`src/rtl/ggl_pkg.sv`:
```
// ggl_pkg: shared widths, reset values, codes and transaction types
// for the gray_gamma_lut block. No dependencies.
package ggl_pkg;

  localparam int GGL_TABLE_DEPTH = 256;
  localparam int GGL_QUEUE_DEPTH = 4;

  localparam int PIX_W      = 8;
  localparam int WEIGHT_W   = 16;
  localparam int CFG_ADDR_W = 2;
  localparam int PROD_W     = WEIGHT_W + PIX_W;      // one weighted component
  localparam int NUM_W      = PROD_W + 2;            // sum of three products
  localparam int DEN_W      = WEIGHT_W + 2;          // sum of three weights
  localparam int QUOT_W     = PIX_W;                 // mean of 8-bit values
  localparam int S_DATA_W   = 5 * PIX_W;             // red, green, blue, index, value
  localparam int M_DATA_W   = PIX_W;

  localparam logic [WEIGHT_W-1:0] WEIGHT_RED_RST   = 16'd1225;
  localparam logic [WEIGHT_W-1:0] WEIGHT_GREEN_RST = 16'd2404;
  localparam logic [WEIGHT_W-1:0] WEIGHT_BLUE_RST  = 16'd467;

  typedef enum logic {
    OP_CONVERT     = 1'b0,
    OP_TABLE_WRITE = 1'b1
  } op_t;

  typedef enum logic [CFG_ADDR_W-1:0] {
    REG_WEIGHT_RED   = 2'd0,
    REG_WEIGHT_GREEN = 2'd1,
    REG_WEIGHT_BLUE  = 2'd2
  } cfg_reg_t;

  // One classified transaction as it sits in the queue.
  typedef struct packed {
    op_t               op;
    logic              last;
    logic [NUM_W-1:0]  num;
    logic [PIX_W-1:0]  tidx;
    logic [PIX_W-1:0]  tval;
  } work_t;

  typedef struct packed {
    logic valid;
    logic push;
  } front_status_t;

  typedef struct packed {
    logic full;
    logic empty;
  } q_status_t;

  typedef struct packed {
    logic pop;
    logic tbl_write;
  } back_status_t;

endpackage

```
`src/rtl/ggl_ram.sv`:
```
// ggl_ram: generic single-port-write, single-port-read RAM with
// registered read data. No dependencies.
module ggl_ram #(
  parameter int WIDTH = 8,
  parameter int DEPTH = 256
) (
  input  logic                     clk,
  input  logic                     we,
  input  logic [$clog2(DEPTH)-1:0] waddr,
  input  logic [WIDTH-1:0]         wdata,
  input  logic                     re,
  input  logic [$clog2(DEPTH)-1:0] raddr,
  output logic [WIDTH-1:0]         rdata
);

  logic [WIDTH-1:0] mem [DEPTH];

  always_ff @(posedge clk) begin
    if (we) begin
      mem[waddr] <= wdata;
    end
    if (re) begin
      rdata <= mem[raddr];
    end
  end

endmodule

```
`src/rtl/ggl_front.sv`:
```
// ggl_front: accepts input transactions, forms the three weighted
// products and hands a classified entry to the queue. Uses ggl_pkg.
module ggl_front (
  input  logic                              clk,
  input  logic                              rst,
  input  logic                              in_valid,
  output logic                              in_ready,
  input  ggl_pkg::op_t                      in_op,
  input  logic                              in_last,
  input  logic [ggl_pkg::PIX_W-1:0]         in_red,
  input  logic [ggl_pkg::PIX_W-1:0]         in_green,
  input  logic [ggl_pkg::PIX_W-1:0]         in_blue,
  input  logic [ggl_pkg::PIX_W-1:0]         in_tidx,
  input  logic [ggl_pkg::PIX_W-1:0]         in_tval,
  input  logic [ggl_pkg::WEIGHT_W-1:0]      weight_red,
  input  logic [ggl_pkg::WEIGHT_W-1:0]      weight_green,
  input  logic [ggl_pkg::WEIGHT_W-1:0]      weight_blue,
  input  ggl_pkg::q_status_t                q_status,
  output ggl_pkg::work_t                    entry,
  output ggl_pkg::front_status_t            status
);
  import ggl_pkg::*;

  logic              valid;
  op_t               op;
  logic              last;
  logic [PROD_W-1:0] prod_r;
  logic [PROD_W-1:0] prod_g;
  logic [PROD_W-1:0] prod_b;
  logic [PIX_W-1:0]  tidx;
  logic [PIX_W-1:0]  tval;
  logic              push;
  logic              take;

  assign push     = valid && !q_status.full;
  assign in_ready = !valid || !q_status.full;
  assign take     = in_valid && in_ready;

  always_ff @(posedge clk) begin
    if (rst) begin
      valid <= 1'b0;
    end else if (take) begin
      valid <= 1'b1;
    end else if (push) begin
      valid <= 1'b0;
    end
  end

  always_ff @(posedge clk) begin
    if (take) begin
      op     <= in_op;
      last   <= in_last;
      prod_r <= PROD_W'(weight_red) * PROD_W'(in_red);
      prod_g <= PROD_W'(weight_green) * PROD_W'(in_green);
      prod_b <= PROD_W'(weight_blue) * PROD_W'(in_blue);
      tidx   <= in_tidx;
      tval   <= in_tval;
    end
  end

  always_comb begin
    entry.op   = op;
    entry.last = last;
    entry.num  = NUM_W'(prod_r) + NUM_W'(prod_g) + NUM_W'(prod_b);
    entry.tidx = tidx;
    entry.tval = tval;
  end

  assign status.valid = valid;
  assign status.push  = push;

endmodule

```
`src/rtl/ggl_queue.sv`:
```
// ggl_queue: short register FIFO between front and back.
// Uses ggl_pkg.
module ggl_queue #(
  parameter int DEPTH = 4
) (
  input  logic                  clk,
  input  logic                  rst,
  input  logic                  push,
  input  ggl_pkg::work_t        push_entry,
  input  logic                  pop,
  output ggl_pkg::work_t        head,
  output ggl_pkg::q_status_t    status
);
  import ggl_pkg::*;

  localparam int PTR_W = (DEPTH > 1) ? $clog2(DEPTH) : 1;
  localparam int CNT_W = $clog2(DEPTH + 1);

  work_t            mem [DEPTH];
  logic [PTR_W-1:0] wr_ptr;
  logic [PTR_W-1:0] rd_ptr;
  logic [CNT_W-1:0] count;

  function automatic logic [PTR_W-1:0] ptr_inc(input logic [PTR_W-1:0] p);
    return (p == PTR_W'(DEPTH - 1)) ? '0 : p + 1'b1;
  endfunction

  assign status.full  = (count == CNT_W'(DEPTH));
  assign status.empty = (count == '0);
  assign head         = mem[rd_ptr];

  always_ff @(posedge clk) begin
    if (rst) begin
      wr_ptr <= '0;
      rd_ptr <= '0;
      count  <= '0;
    end else begin
      if (push) begin
        wr_ptr <= ptr_inc(wr_ptr);
      end
      if (pop) begin
        rd_ptr <= ptr_inc(rd_ptr);
      end
      if (push && !pop) begin
        count <= count + 1'b1;
      end else if (pop && !push) begin
        count <= count - 1'b1;
      end
    end
  end

  always_ff @(posedge clk) begin
    if (push) begin
      mem[wr_ptr] <= push_entry;
    end
  end

endmodule

```
`src/rtl/ggl_back.sv`:
```
// ggl_back: pipelined restoring divider (one quotient bit per stage),
// gamma table lookup/write and output register. Uses ggl_pkg, ggl_ram.
module ggl_back #(
  parameter int TABLE_DEPTH = 256
) (
  input  logic                           clk,
  input  logic                           rst,
  input  ggl_pkg::work_t                 head,
  input  ggl_pkg::q_status_t             q_status,
  input  logic [ggl_pkg::DEN_W-1:0]      den,
  input  logic                           out_ready,
  output logic                           out_valid,
  output logic [ggl_pkg::M_DATA_W-1:0]   out_data,
  output logic                           out_last,
  output ggl_pkg::back_status_t          status
);
  import ggl_pkg::*;

  localparam int ADDR_W = $clog2(TABLE_DEPTH);

  typedef struct packed {
    op_t               op;
    logic              last;
    logic [NUM_W-1:0]  rem;
    logic [QUOT_W-1:0] quot;
    logic [PIX_W-1:0]  tidx;
    logic [PIX_W-1:0]  tval;
  } div_t;

  div_t              st    [QUOT_W];
  div_t              st_in [QUOT_W];
  logic [QUOT_W-1:0] st_valid;
  logic              adv;
  logic              pop;
  logic              den_zero;
  div_t              tail;
  logic              tail_valid;
  logic              tbl_write;
  logic [ADDR_W-1:0] raddr;

  assign adv      = !out_valid || out_ready;
  assign pop      = adv && !q_status.empty;
  assign den_zero = (den == '0);

  always_comb begin
    st_in[0].op   = head.op;
    st_in[0].last = head.last;
    st_in[0].rem  = head.num;
    st_in[0].quot = '0;
    st_in[0].tidx = head.tidx;
    st_in[0].tval = head.tval;
  end

  for (genvar k = 0; k < QUOT_W; k++) begin : g_div
    localparam int SH = QUOT_W - 1 - k;
    logic [NUM_W-1:0] dsh;
    div_t             nxt;

    if (k > 0) begin : g_link
      assign st_in[k] = st[k-1];
    end

    assign dsh = NUM_W'(den) << SH;

    always_comb begin
      nxt = st_in[k];
      if (st_in[k].rem >= dsh) begin
        nxt.rem      = st_in[k].rem - dsh;
        nxt.quot[SH] = 1'b1;
      end
    end

    always_ff @(posedge clk) begin
      if (adv) begin
        st[k] <= nxt;
      end
    end
  end

  always_ff @(posedge clk) begin
    if (rst) begin
      st_valid <= '0;
    end else if (adv) begin
      st_valid <= {st_valid[QUOT_W-2:0], pop};
    end
  end

  assign tail       = st[QUOT_W-1];
  assign tail_valid = st_valid[QUOT_W-1];
  assign tbl_write  = adv && tail_valid && (tail.op == OP_TABLE_WRITE);
  // all-zero weights: the table index is forced to 0
  assign raddr      = den_zero ? '0 : ADDR_W'(tail.quot);

  ggl_ram #(
    .WIDTH (M_DATA_W),
    .DEPTH (TABLE_DEPTH)
  ) u_table (
    .clk   (clk),
    .we    (tbl_write),
    .waddr (ADDR_W'(tail.tidx)),
    .wdata (tail.tval),
    .re    (adv),
    .raddr (raddr),
    .rdata (out_data)
  );

  always_ff @(posedge clk) begin
    if (rst) begin
      out_valid <= 1'b0;
    end else if (adv) begin
      out_valid <= tail_valid && (tail.op == OP_CONVERT);
    end
  end

  always_ff @(posedge clk) begin
    if (adv) begin
      out_last <= tail.last;
    end
  end

  assign status.pop       = pop;
  assign status.tbl_write = tbl_write;

endmodule

```
`src/rtl/gray_gamma_lut.sv`:
```
// gray_gamma_lut: top level. RGB to gray (weighted mean) followed by a
// gamma table. Uses ggl_pkg, ggl_front, ggl_queue, ggl_back.
//
//  channel  | dir | handshake         | contents
//  ---------+-----+-------------------+---------------------------------------
//  s_axis   | in  | tvalid/tready     | pixel or table-write transaction
//  m_axis   | out | tvalid/tready     | corrected gray byte + frame end
//  cfg      | in  | cfg_we            | weight registers 0..2
//
//  One transaction per clock sustained in both directions while m_axis does not stall.
//  From s_axis acceptance to m_axis tvalid an item passes the front product
//  register, the queue and the eight divider stages; the registered table
//  read shares the edge that raises tvalid.
//  Table writes take the same path and give no m_axis transaction.
//  Reset (rst, synchronous) loads the default weights and empties all
//  pipelines; table contents are not touched.
//  A stall on m_axis freezes the back end; the front keeps accepting until
//  the queue fills.
module gray_gamma_lut #(
  parameter int QUEUE_DEPTH = ggl_pkg::GGL_QUEUE_DEPTH,
  parameter int TABLE_DEPTH = ggl_pkg::GGL_TABLE_DEPTH
) (
  input  logic                              clk,
  input  logic                              rst,
  // tdata: red[7:0], green[15:8], blue[23:16], table_index[31:24],
  //        table_value[39:32]
  input  logic                              s_axis_tvalid,
  output logic                              s_axis_tready,
  input  logic [ggl_pkg::S_DATA_W-1:0]      s_axis_tdata,
  // tuser: opcode[0]
  input  logic [0:0]                        s_axis_tuser,
  input  logic                              s_axis_tlast,
  // tdata: gray_level[7:0]
  output logic                              m_axis_tvalid,
  input  logic                              m_axis_tready,
  output logic [ggl_pkg::M_DATA_W-1:0]      m_axis_tdata,
  output logic                              m_axis_tlast,
  input  logic                              cfg_we,
  input  logic [ggl_pkg::CFG_ADDR_W-1:0]    cfg_addr,
  input  logic [ggl_pkg::WEIGHT_W-1:0]      cfg_wdata
);
  import ggl_pkg::*;

  logic [WEIGHT_W-1:0] weight_red;
  logic [WEIGHT_W-1:0] weight_green;
  logic [WEIGHT_W-1:0] weight_blue;
  logic [DEN_W-1:0]    den;

  work_t          q_in;
  work_t          q_head;
  front_status_t  front_st;
  q_status_t      q_st;
  back_status_t   back_st;

  // weight registers
  always_ff @(posedge clk) begin
    if (rst) begin
      weight_red   <= WEIGHT_RED_RST;
      weight_green <= WEIGHT_GREEN_RST;
      weight_blue  <= WEIGHT_BLUE_RST;
    end else if (cfg_we) begin
      unique case (cfg_reg_t'(cfg_addr))
        REG_WEIGHT_RED:   weight_red   <= cfg_wdata;
        REG_WEIGHT_GREEN: weight_green <= cfg_wdata;
        REG_WEIGHT_BLUE:  weight_blue  <= cfg_wdata;
        default: ;
      endcase
    end
  end

  // divisor, registered; weights only change while idle is a rule for the user, not enforced here, so the lag is fine
  always_ff @(posedge clk) begin
    den <= DEN_W'(weight_red) + DEN_W'(weight_green) + DEN_W'(weight_blue);
  end

  ggl_front u_front (
    .clk          (clk),
    .rst          (rst),
    .in_valid     (s_axis_tvalid),
    .in_ready     (s_axis_tready),
    .in_op        (op_t'(s_axis_tuser[0])),
    .in_last      (s_axis_tlast),
    .in_red       (s_axis_tdata[7:0]),
    .in_green     (s_axis_tdata[15:8]),
    .in_blue      (s_axis_tdata[23:16]),
    .in_tidx      (s_axis_tdata[31:24]),
    .in_tval      (s_axis_tdata[39:32]),
    .weight_red   (weight_red),
    .weight_green (weight_green),
    .weight_blue  (weight_blue),
    .q_status     (q_st),
    .entry        (q_in),
    .status       (front_st)
  );

  ggl_queue #(
    .DEPTH (QUEUE_DEPTH)
  ) u_queue (
    .clk        (clk),
    .rst        (rst),
    .push       (front_st.push),
    .push_entry (q_in),
    .pop        (back_st.pop),
    .head       (q_head),
    .status     (q_st)
  );

  ggl_back #(
    .TABLE_DEPTH (TABLE_DEPTH)
  ) u_back (
    .clk       (clk),
    .rst       (rst),
    .head      (q_head),
    .q_status  (q_st),
    .den       (den),
    .out_ready (m_axis_tready),
    .out_valid (m_axis_tvalid),
    .out_data  (m_axis_tdata),
    .out_last  (m_axis_tlast),
    .status    (back_st)
  );

  // a table write never shows up as an output transaction
  a_write_silent: assert property (@(posedge clk) disable iff (rst)
    back_st.tbl_write |=> !m_axis_tvalid)
    else $error("table write produced an output transaction");

  // a stalled output must freeze the back end
  a_stall_no_pop: assert property (@(posedge clk) disable iff (rst)
    (m_axis_tvalid && !m_axis_tready) |-> !back_st.pop)
    else $error("queue popped while output stalled");

  // an accepted input transaction is held in the front register
  a_accept_held: assert property (@(posedge clk) disable iff (rst)
    (s_axis_tvalid && s_axis_tready) |=> front_st.valid)
    else $error("accepted transaction lost in front end");

  // never push into a full queue
  a_no_overflow: assert property (@(posedge clk) disable iff (rst)
    front_st.push |-> !q_st.full)
    else $error("queue overflow");

endmodule
```
`config.mk`:
```
export PLATFORM = sky130hd
export DESIGN_NAME = gray_gamma_lut
export DESIGN_NICKNAME = d
export VERILOG_FILES = /design/src/rtl/ggl_pkg.sv /design/src/rtl/ggl_ram.sv /design/src/rtl/ggl_front.sv /design/src/rtl/ggl_queue.sv /design/src/rtl/ggl_back.sv /design/src/rtl/gray_gamma_lut.sv
export SDC_FILE = /design/constraint.sdc
export NUM_CORES = 2
export LEC_CHECK = 0
export BUFFER_PORTS_ARGS = -buffer_cell sky130_fd_sc_hd__buf_2
export CAP_MARGIN = 25
export CORE_MARGIN = 4
export CORE_UTILIZATION = 48
export DETAILED_ROUTE_END_ITERATION = 8
export PLACE_DENSITY_LB_ADDON = 0.05
export SLEW_MARGIN = 10
export SYNTH_ARGS = -nofsm -noshare
export SYNTH_HDL_FRONTEND = slang
export SYNTH_SLANG_ARGS = --single-unit
```
`constraint.sdc`:
```
create_clock -name clk -period 36.2 [get_ports clk]
set_input_delay 7.24 -clock clk [delete_from_list [all_inputs] [get_ports clk]]
set_output_delay 7.24 -clock clk [all_outputs]
set_load 0.03 [all_outputs]
```
# == Word-level counts from Yosys, hierarchy flattened ==
# Memories as Yosys holds them, arrays and structs flattened. A register that Yosys moved wholly into a read port is not among the register bits.
# Index checks and enable logic that the tools add are counted.
# classes
reduce_logical,24
muxes,30
magnitude_cmp,8
n_eq_ne,5
bitwise_logic,1
add_sub_neg,16
multipliers,3
# ops
op,count
2-to-1 mux 26 bit,7
multiplier 16 x 8 -> 24 bit,3
2-to-1 mux 27 bit,1
adder 26 x 24 -> 26 bit,1
>= comparator 26 x 18 -> 1 bit,1
>= comparator 26 x 19 -> 1 bit,1
>= comparator 26 x 20 -> 1 bit,1
>= comparator 26 x 21 -> 1 bit,1
>= comparator 26 x 22 -> 1 bit,1
>= comparator 26 x 23 -> 1 bit,1
>= comparator 26 x 24 -> 1 bit,1
>= comparator 26 x 25 -> 1 bit,1
subtractor 26 x 18 -> 26 bit,1
subtractor 26 x 19 -> 26 bit,1
subtractor 26 x 20 -> 26 bit,1
subtractor 26 x 21 -> 26 bit,1
subtractor 26 x 22 -> 26 bit,1
subtractor 26 x 23 -> 26 bit,1
subtractor 26 x 24 -> 26 bit,1
subtractor 26 x 25 -> 26 bit,1
adder 24 x 24 -> 25 bit,1
adder 17 x 16 -> 18 bit,1
zero test 18 bit,1
adder 16 x 16 -> 17 bit,1
18 further kinds,55
# totals
mem_count,3
output_inout_bits,11
word_cells,108
ram_bits,2640
register_bits,174
inputBits,65
# memory_table
memory,depth,width,rd,rd_ports_with_merged_regs,write_ports,line_no,source
u_back.u_table.mem,256,8,1,1,1,ggl_ram.sv:16,logic [WIDTH-1:0] mem [DEPTH];
u_back.st,8,52,8,0,8,ggl_back.sv:30,div_t st [QUOT_W];
u_queue.mem,4,44,1,1,1,ggl_queue.sv:19,work_t mem [DEPTH];

# == Longest topological paths before layout ==
# logic_depth
depth_word,7
ltp_mapped,22
mapped_depth_nobuf,22

# == Cells and area by module ==
# A second synthesis with hierarchy kept.
# hier_totals
hier_cells,7683
area_unflattened_um2,126078.4
# modules_own_cells
module,cells_each,seq_area_each_um2,area_each_um2,n_inst
ggl_ram,3733,61739.2,79636.4,1
ggl_back,1658,11080.6,19955.4,1
ggl_front,1665,2722.6,16424.5,1
ggl_queue,274,5465.2,6847.8,1
gray_gamma_lut,353,1321.3,3214.3,1

# == Worst setup path after synthesis ==
# Ideal clock, no wire load.
# synth_path
kind,in2reg
from,input port m_axis_tready
to,register u_queue.count[2]
arrival_time_ns,21.249
path_buffers,2
setup_slack_ns,14.880
path_stages,11
setup_ns,0.070
required_ns,36.130
path_cell_list,nor2b_1 clkbuf_1 inv_1 clkbuf_1 o31ai_1 ha_1 inv_1 fa_1 xor2_1 or3_1 a21oi_1
# synth_via
elab_chain_cells,5
elab_cells_between_ends,7
classes_between,mux: 1; reduce/logical: 6
# synth_rtl
item,line_no,source
from (decl),gray_gamma_lut.sv:35,"input logic m_axis_tready,"
logical OR 1 bit *,ggl_back.sv:41,assign adv = !out_valid || out_ready;
named net u_back.adv,ggl_back.sv:33,logic adv;
logical AND 1 bit *,ggl_back.sv:42,assign pop = adv && !q_status.empty;
zero test 1 bit,ggl_queue.sv:44,if (push && !pop) begin
logical AND 1 bit,ggl_queue.sv:44,
2-to-1 mux 3 bit / nonzero test 2 bit (equally long branches),--,
to (signal assigned),ggl_queue.sv:45,count <= count + 1'b1;
to (signal assigned),ggl_queue.sv:47,count <= count - 1'b1;
to (decl),ggl_queue.sv:22,logic [CNT_W-1:0] count;
# Mark *: on every way through the listed nets, which the timed path passes. The rest lies on a longest branch.
# A chain may end at the register's enable or synchronous reset.

# == Worst setup path after layout ==
# layout_path
from,input port s_axis_tdata[18] (netlist bit)
to,"register u_front.prod_b[23], data pin"
# layout_via
elab_chain_cells,1
# layout_rtl
item,line_no,source
from (decl),gray_gamma_lut.sv:29,"input logic [ggl_pkg::S_DATA_W-1:0] s_axis_tdata,"
multiplier 16 x 8 -> 24 bit,ggl_front.sv:55,prod_b <= PROD_W'(weight_blue) * PROD_W'(in_blue);
to (signal assigned),ggl_front.sv:55,
to (decl),ggl_front.sv:29,logic [PROD_W-1:0] prod_b;
# Every way passes these cells.

==> load_flow_metrics.sql <==
INSERT INTO impl_metrics (metric_group, metric, value, unit) VALUES
('status', 'outcome', 'complete, no violations', ''),
('die', 'num_rows', '189', ''),
('critical_path', 'cp.buffers_inverters', '4', ''),
('yosys', 'synthesis.yosys.warnings', '0', ''),
('critical_path', 'timing.critical_path.mode_cell', 'fa_1', ''),
('timing', 'hold_viol_final', '0', ''),
('die', 'chipHeight', '525', 'um'),
('min_path', 'min-delay-start', 'u_back.st[0][126]', ''),
('global_routing', 'grt_start_max_net_pins', '188', ''),
('cts', 'cts_max_path_buffers', '4', ''),
('cells_and_area', 'number_of_nets_in_the_layout', '9842', ''),
('power_and_ir_drop', 'power', '0.0109', 'W'),
('cts', 'worst_setup_hold_path_clk_slew', '0.06', 'ns'),
('critical_path', 'crit-reg2reg-launch', 'u_back.st[1][172]', ''),
('yosys', 'synth_async_sr_flop_share', '0', '%'),
('die', 'total_die_area', '0.275', 'mm^2'),
('critical_path', 'timing.critical_path.required', '36.82', 'ns'),
('detailed_routing', 'via_per_inst', '6.06', ''),
('global_routing', 'first_global_vias', '78400', ''),
('placed_design', 'dpl_cell_area', '0.133', 'mm^2'),
('cts', 'worstSkewPairLatency', '0.87', 'ns'),
('critical_path', 'arrival_time_at_the_worst_endpoint', '11.96', 'ns'),
('placed_design', 'io_buffer_count', '75', ''),
('detailed_routing', 'drtPass1Iterations', '5', ''),
('yosys', 'netlist.top_cell.by_area', 'edfxtp_1', ''),
('run', 'max_cap_viol_count', '0', ''),
('yosys', 'synth-edff-count', '2685', ''),
('min_path', 'hold_path_class', 'reg2reg', ''),
('global_routing', 'globalRouteTotalUtil', '27.3', '%'),
('yosys', 'number_of_cells_produced_by_synthesis', '9038', ''),
('cells_and_area', 'final_layout_size_suffix_gt1_share', '10.1', '%'),
('critical_path', 'critical-path-max-stage-delay', '0.54', 'ns'),
('die', 'initial_util', '48.3', '%'),
('placed_design', 'finalWeightedCongestion', '0.853', ''),
('critical_path', 'worstPathMaxFanout', '16', ''),
('yosys', 'syn_nets', '9727', ''),
('global_routing', 'aggregate_global_routing_overflow', '0', ''),
('die', 'floorplan.die.width', '525', 'um'),
('timing', 'hold-worst-slack', '0.397', 'ns'),
('cts', 'numClockSinks', '2770', ''),
('critical_path', 'setup.worst_path.end_class', 'flop', ''),
('timing', 'final_min_period_over_clock_period', '31.3', '%'),
('yosys', 'synth_seq_area_share', '64.3', '%'),
('cells_and_area', 'fillerInstances', '22000', ''),
('timing', 'final-setup-viol-count', '0', ''),
('detailed_routing', 'drtAntennaViolNets', '0', ''),
('power_and_ir_drop', 'powerDensity', '76.4', 'mW/mm^2'),
('cts', 'ctsHtreeMaxLevel', '5', ''),
('critical_path', 'type_of_origin_of_the_critical_path', 'input port', ''),
('yosys', 'yosys-top-cells-count', 'edfxtp_1 (2685), mux2i_1 (614), nor2_1 (563), a21oi_1 (519), nand2_1 (447)', ''),
('critical_path', 'slowest_stage', 'fa_1', ''),
('cts', 'clock-root-buffer', 'clkbuf_16', ''),
('yosys', 'yosysUniqueCellTypes', '98', ''),
('detailed_routing', 'drt_first_iter_violations', '7998', ''),
('cells_and_area', 'finalInstanceArea', '0.142', 'mm^2'),
('cts', 'cts_made_buffers', '306', ''),
('timing', 'finalMaxSlewViolations', '0', ''),
('yosys', 'ys_top_cells_by_area', 'edfxtp_1 (63%), mux2i_1 (4.8%), fa_1 (4.4%), ha_1 (3.4%), a21oi_1 (2.0%)', ''),
('critical_path', 'cell_breakdown_of_the_critical_path', 'buf_2 > nand2_1 > fa_1 > fa_1 > inv_1 > fa_1 > inv_1 > fa_1 > inv_1 > ha_1 > a21boi_0 > o21ai_0 > a21oi_1 > o2111a_1 > or3_1 > a2111o_1 > o211a_1', ''),
('die', 'design.core.area', '0.265', 'mm^2'),
('critical_path', 'timing.critical_path.from', 's_axis_tdata[18]', ''),
('cts', 'cts_hold_buffers', '0', ''),
('yosys', 'synthMostInstantiatedCell', 'edfxtp_1', ''),
('critical_path', 'crit_path_max_delay_family', 'adder cells', ''),
('yosys', 'syn_avg_cell_area', '14.2', 'um^2'),
('yosys', 'synth.cell_area', '0.128', 'mm^2'),
('timing', 'tightest_slew', '1.31', 'ns'),
('detailed_routing', 'detailroute.via_count', '78400', ''),
('global_routing', 'grt_antenna_before_repair', '22', ''),
('detailed_routing', 'drc_errors', '0', ''),
('yosys', 'postSynthRegisterBits', '2770', '');
[final timing paths]
| path | cells past startpoint | to | slack, ns |
|---|---|---|---|
| max reg2reg | 12 | u_back.u_table.rdata[1] | 29.61 |
| min reg2reg | 0 | u_back.st[0][178] | 0.40 |
| min | 0 | u_back.st[0][178] | 0.40 |
| max | 17 | u_front.prod_b[23] | 24.86 |
[report_power, final]
| group | switching [W] | total (W) | internal (W) |
|---|---|---|---|
| clock network | 0.00129 | 0.00304 | 0.00176 |
| logic | 0.00213 | 0.00324 | 0.00111 |
| registers | 0.000180 | 0.00459 | 0.00441 |
| total | 0.00360 | 0.0109 | 0.00728 |
[layout by cell type (no fill, tap or decap), types with 68 or more instances in the layout]
master,synthesis,routed
a211oi_1,93,93
a21o_1,77,77
a21oi_1,519,517
and2_1,338,334
buf_2,157,76
buf_4,18,153
clkbuf_16,0,311
clkinv_1,1,68
dfxtp_1,85,83
edfxtp_1,2685,2685
fa_1,279,279
ha_1,345,345
inv_1,411,408
mux2_2,112,112
mux2i_1,614,614
mux4_2,74,74
nand2_1,447,447
nand3_1,119,117
nor2_1,563,559
nor3_1,103,103
o21ai_0,374,373
o221ai_1,139,139
o22ai_1,190,190
xnor2_1,133,133
xor2_1,77,77
[worst register-to-register path, delay by kind of cell (launching register included)]
kind	cells	cell delay [ns]
multiplexers	1	0.33
flip-flops	1	0.37
buffers and inverters	5	3.53
AO/OA/AOI/OAI	6	2.07
[per-stage QoR]
stage	utilization, %	cells	worst slack (ns)
after floorplan	-	9038	14.88
after global placement	49.9	12400	23.95
after detailed placement	50.0	12400	24.00
after CTS	53.6	12900	24.93
after global routing	53.7	12900	24.64
final	53.7	12900	24.86
[routing by layer]
metal  track usage (%)  routed length [um]
met2              45.3              184000
met5                 0                  13
met3              4.42               28700
met4              9.25               14600
met1              36.8              155000
[registers in the layout (all words and copies together) (netlist names), 16 cells and up, named ones only]
signal and cells:
u_back.u_table.mem 2048, u_back.st 362, u_queue.mem 176, u_front.prod_b 24
u_front.prod_g 24, u_front.prod_r 24, den 18, weight_blue 16
weight_green 16, weight_red 16
[area by class of cell]
type / count / area, um^2 / share of cell area (%)
clock inverters: 183 / 1650 / 1.16
inverters: 414 / 1570 / 1.10
repair buffers: 252 / 1970 / 1.39
flip-flops and latches: 2770 / 82300 / 57.8
diodes: 6 / 15.0 / 0.0105
multi-input cells: 5409 / 42400 / 29.8
well taps: 3533 / 4420 / 3.10
clock buffers: 372 / 8050 / 5.65
[cells by family after synthesis]
kind of cell / after synthesis / share of synthesized area, %
buf+inv: 859 / 2.75
xor+xnor: 210 / 1.44
simple gates: 1878 / 7.11
flops: 2770 / 64.3
mux: 802 / 7.10
compound gates: 1895 / 9.58
fa+ha+maj: 624 / 7.73
Power figures use the tool's default switching activity.
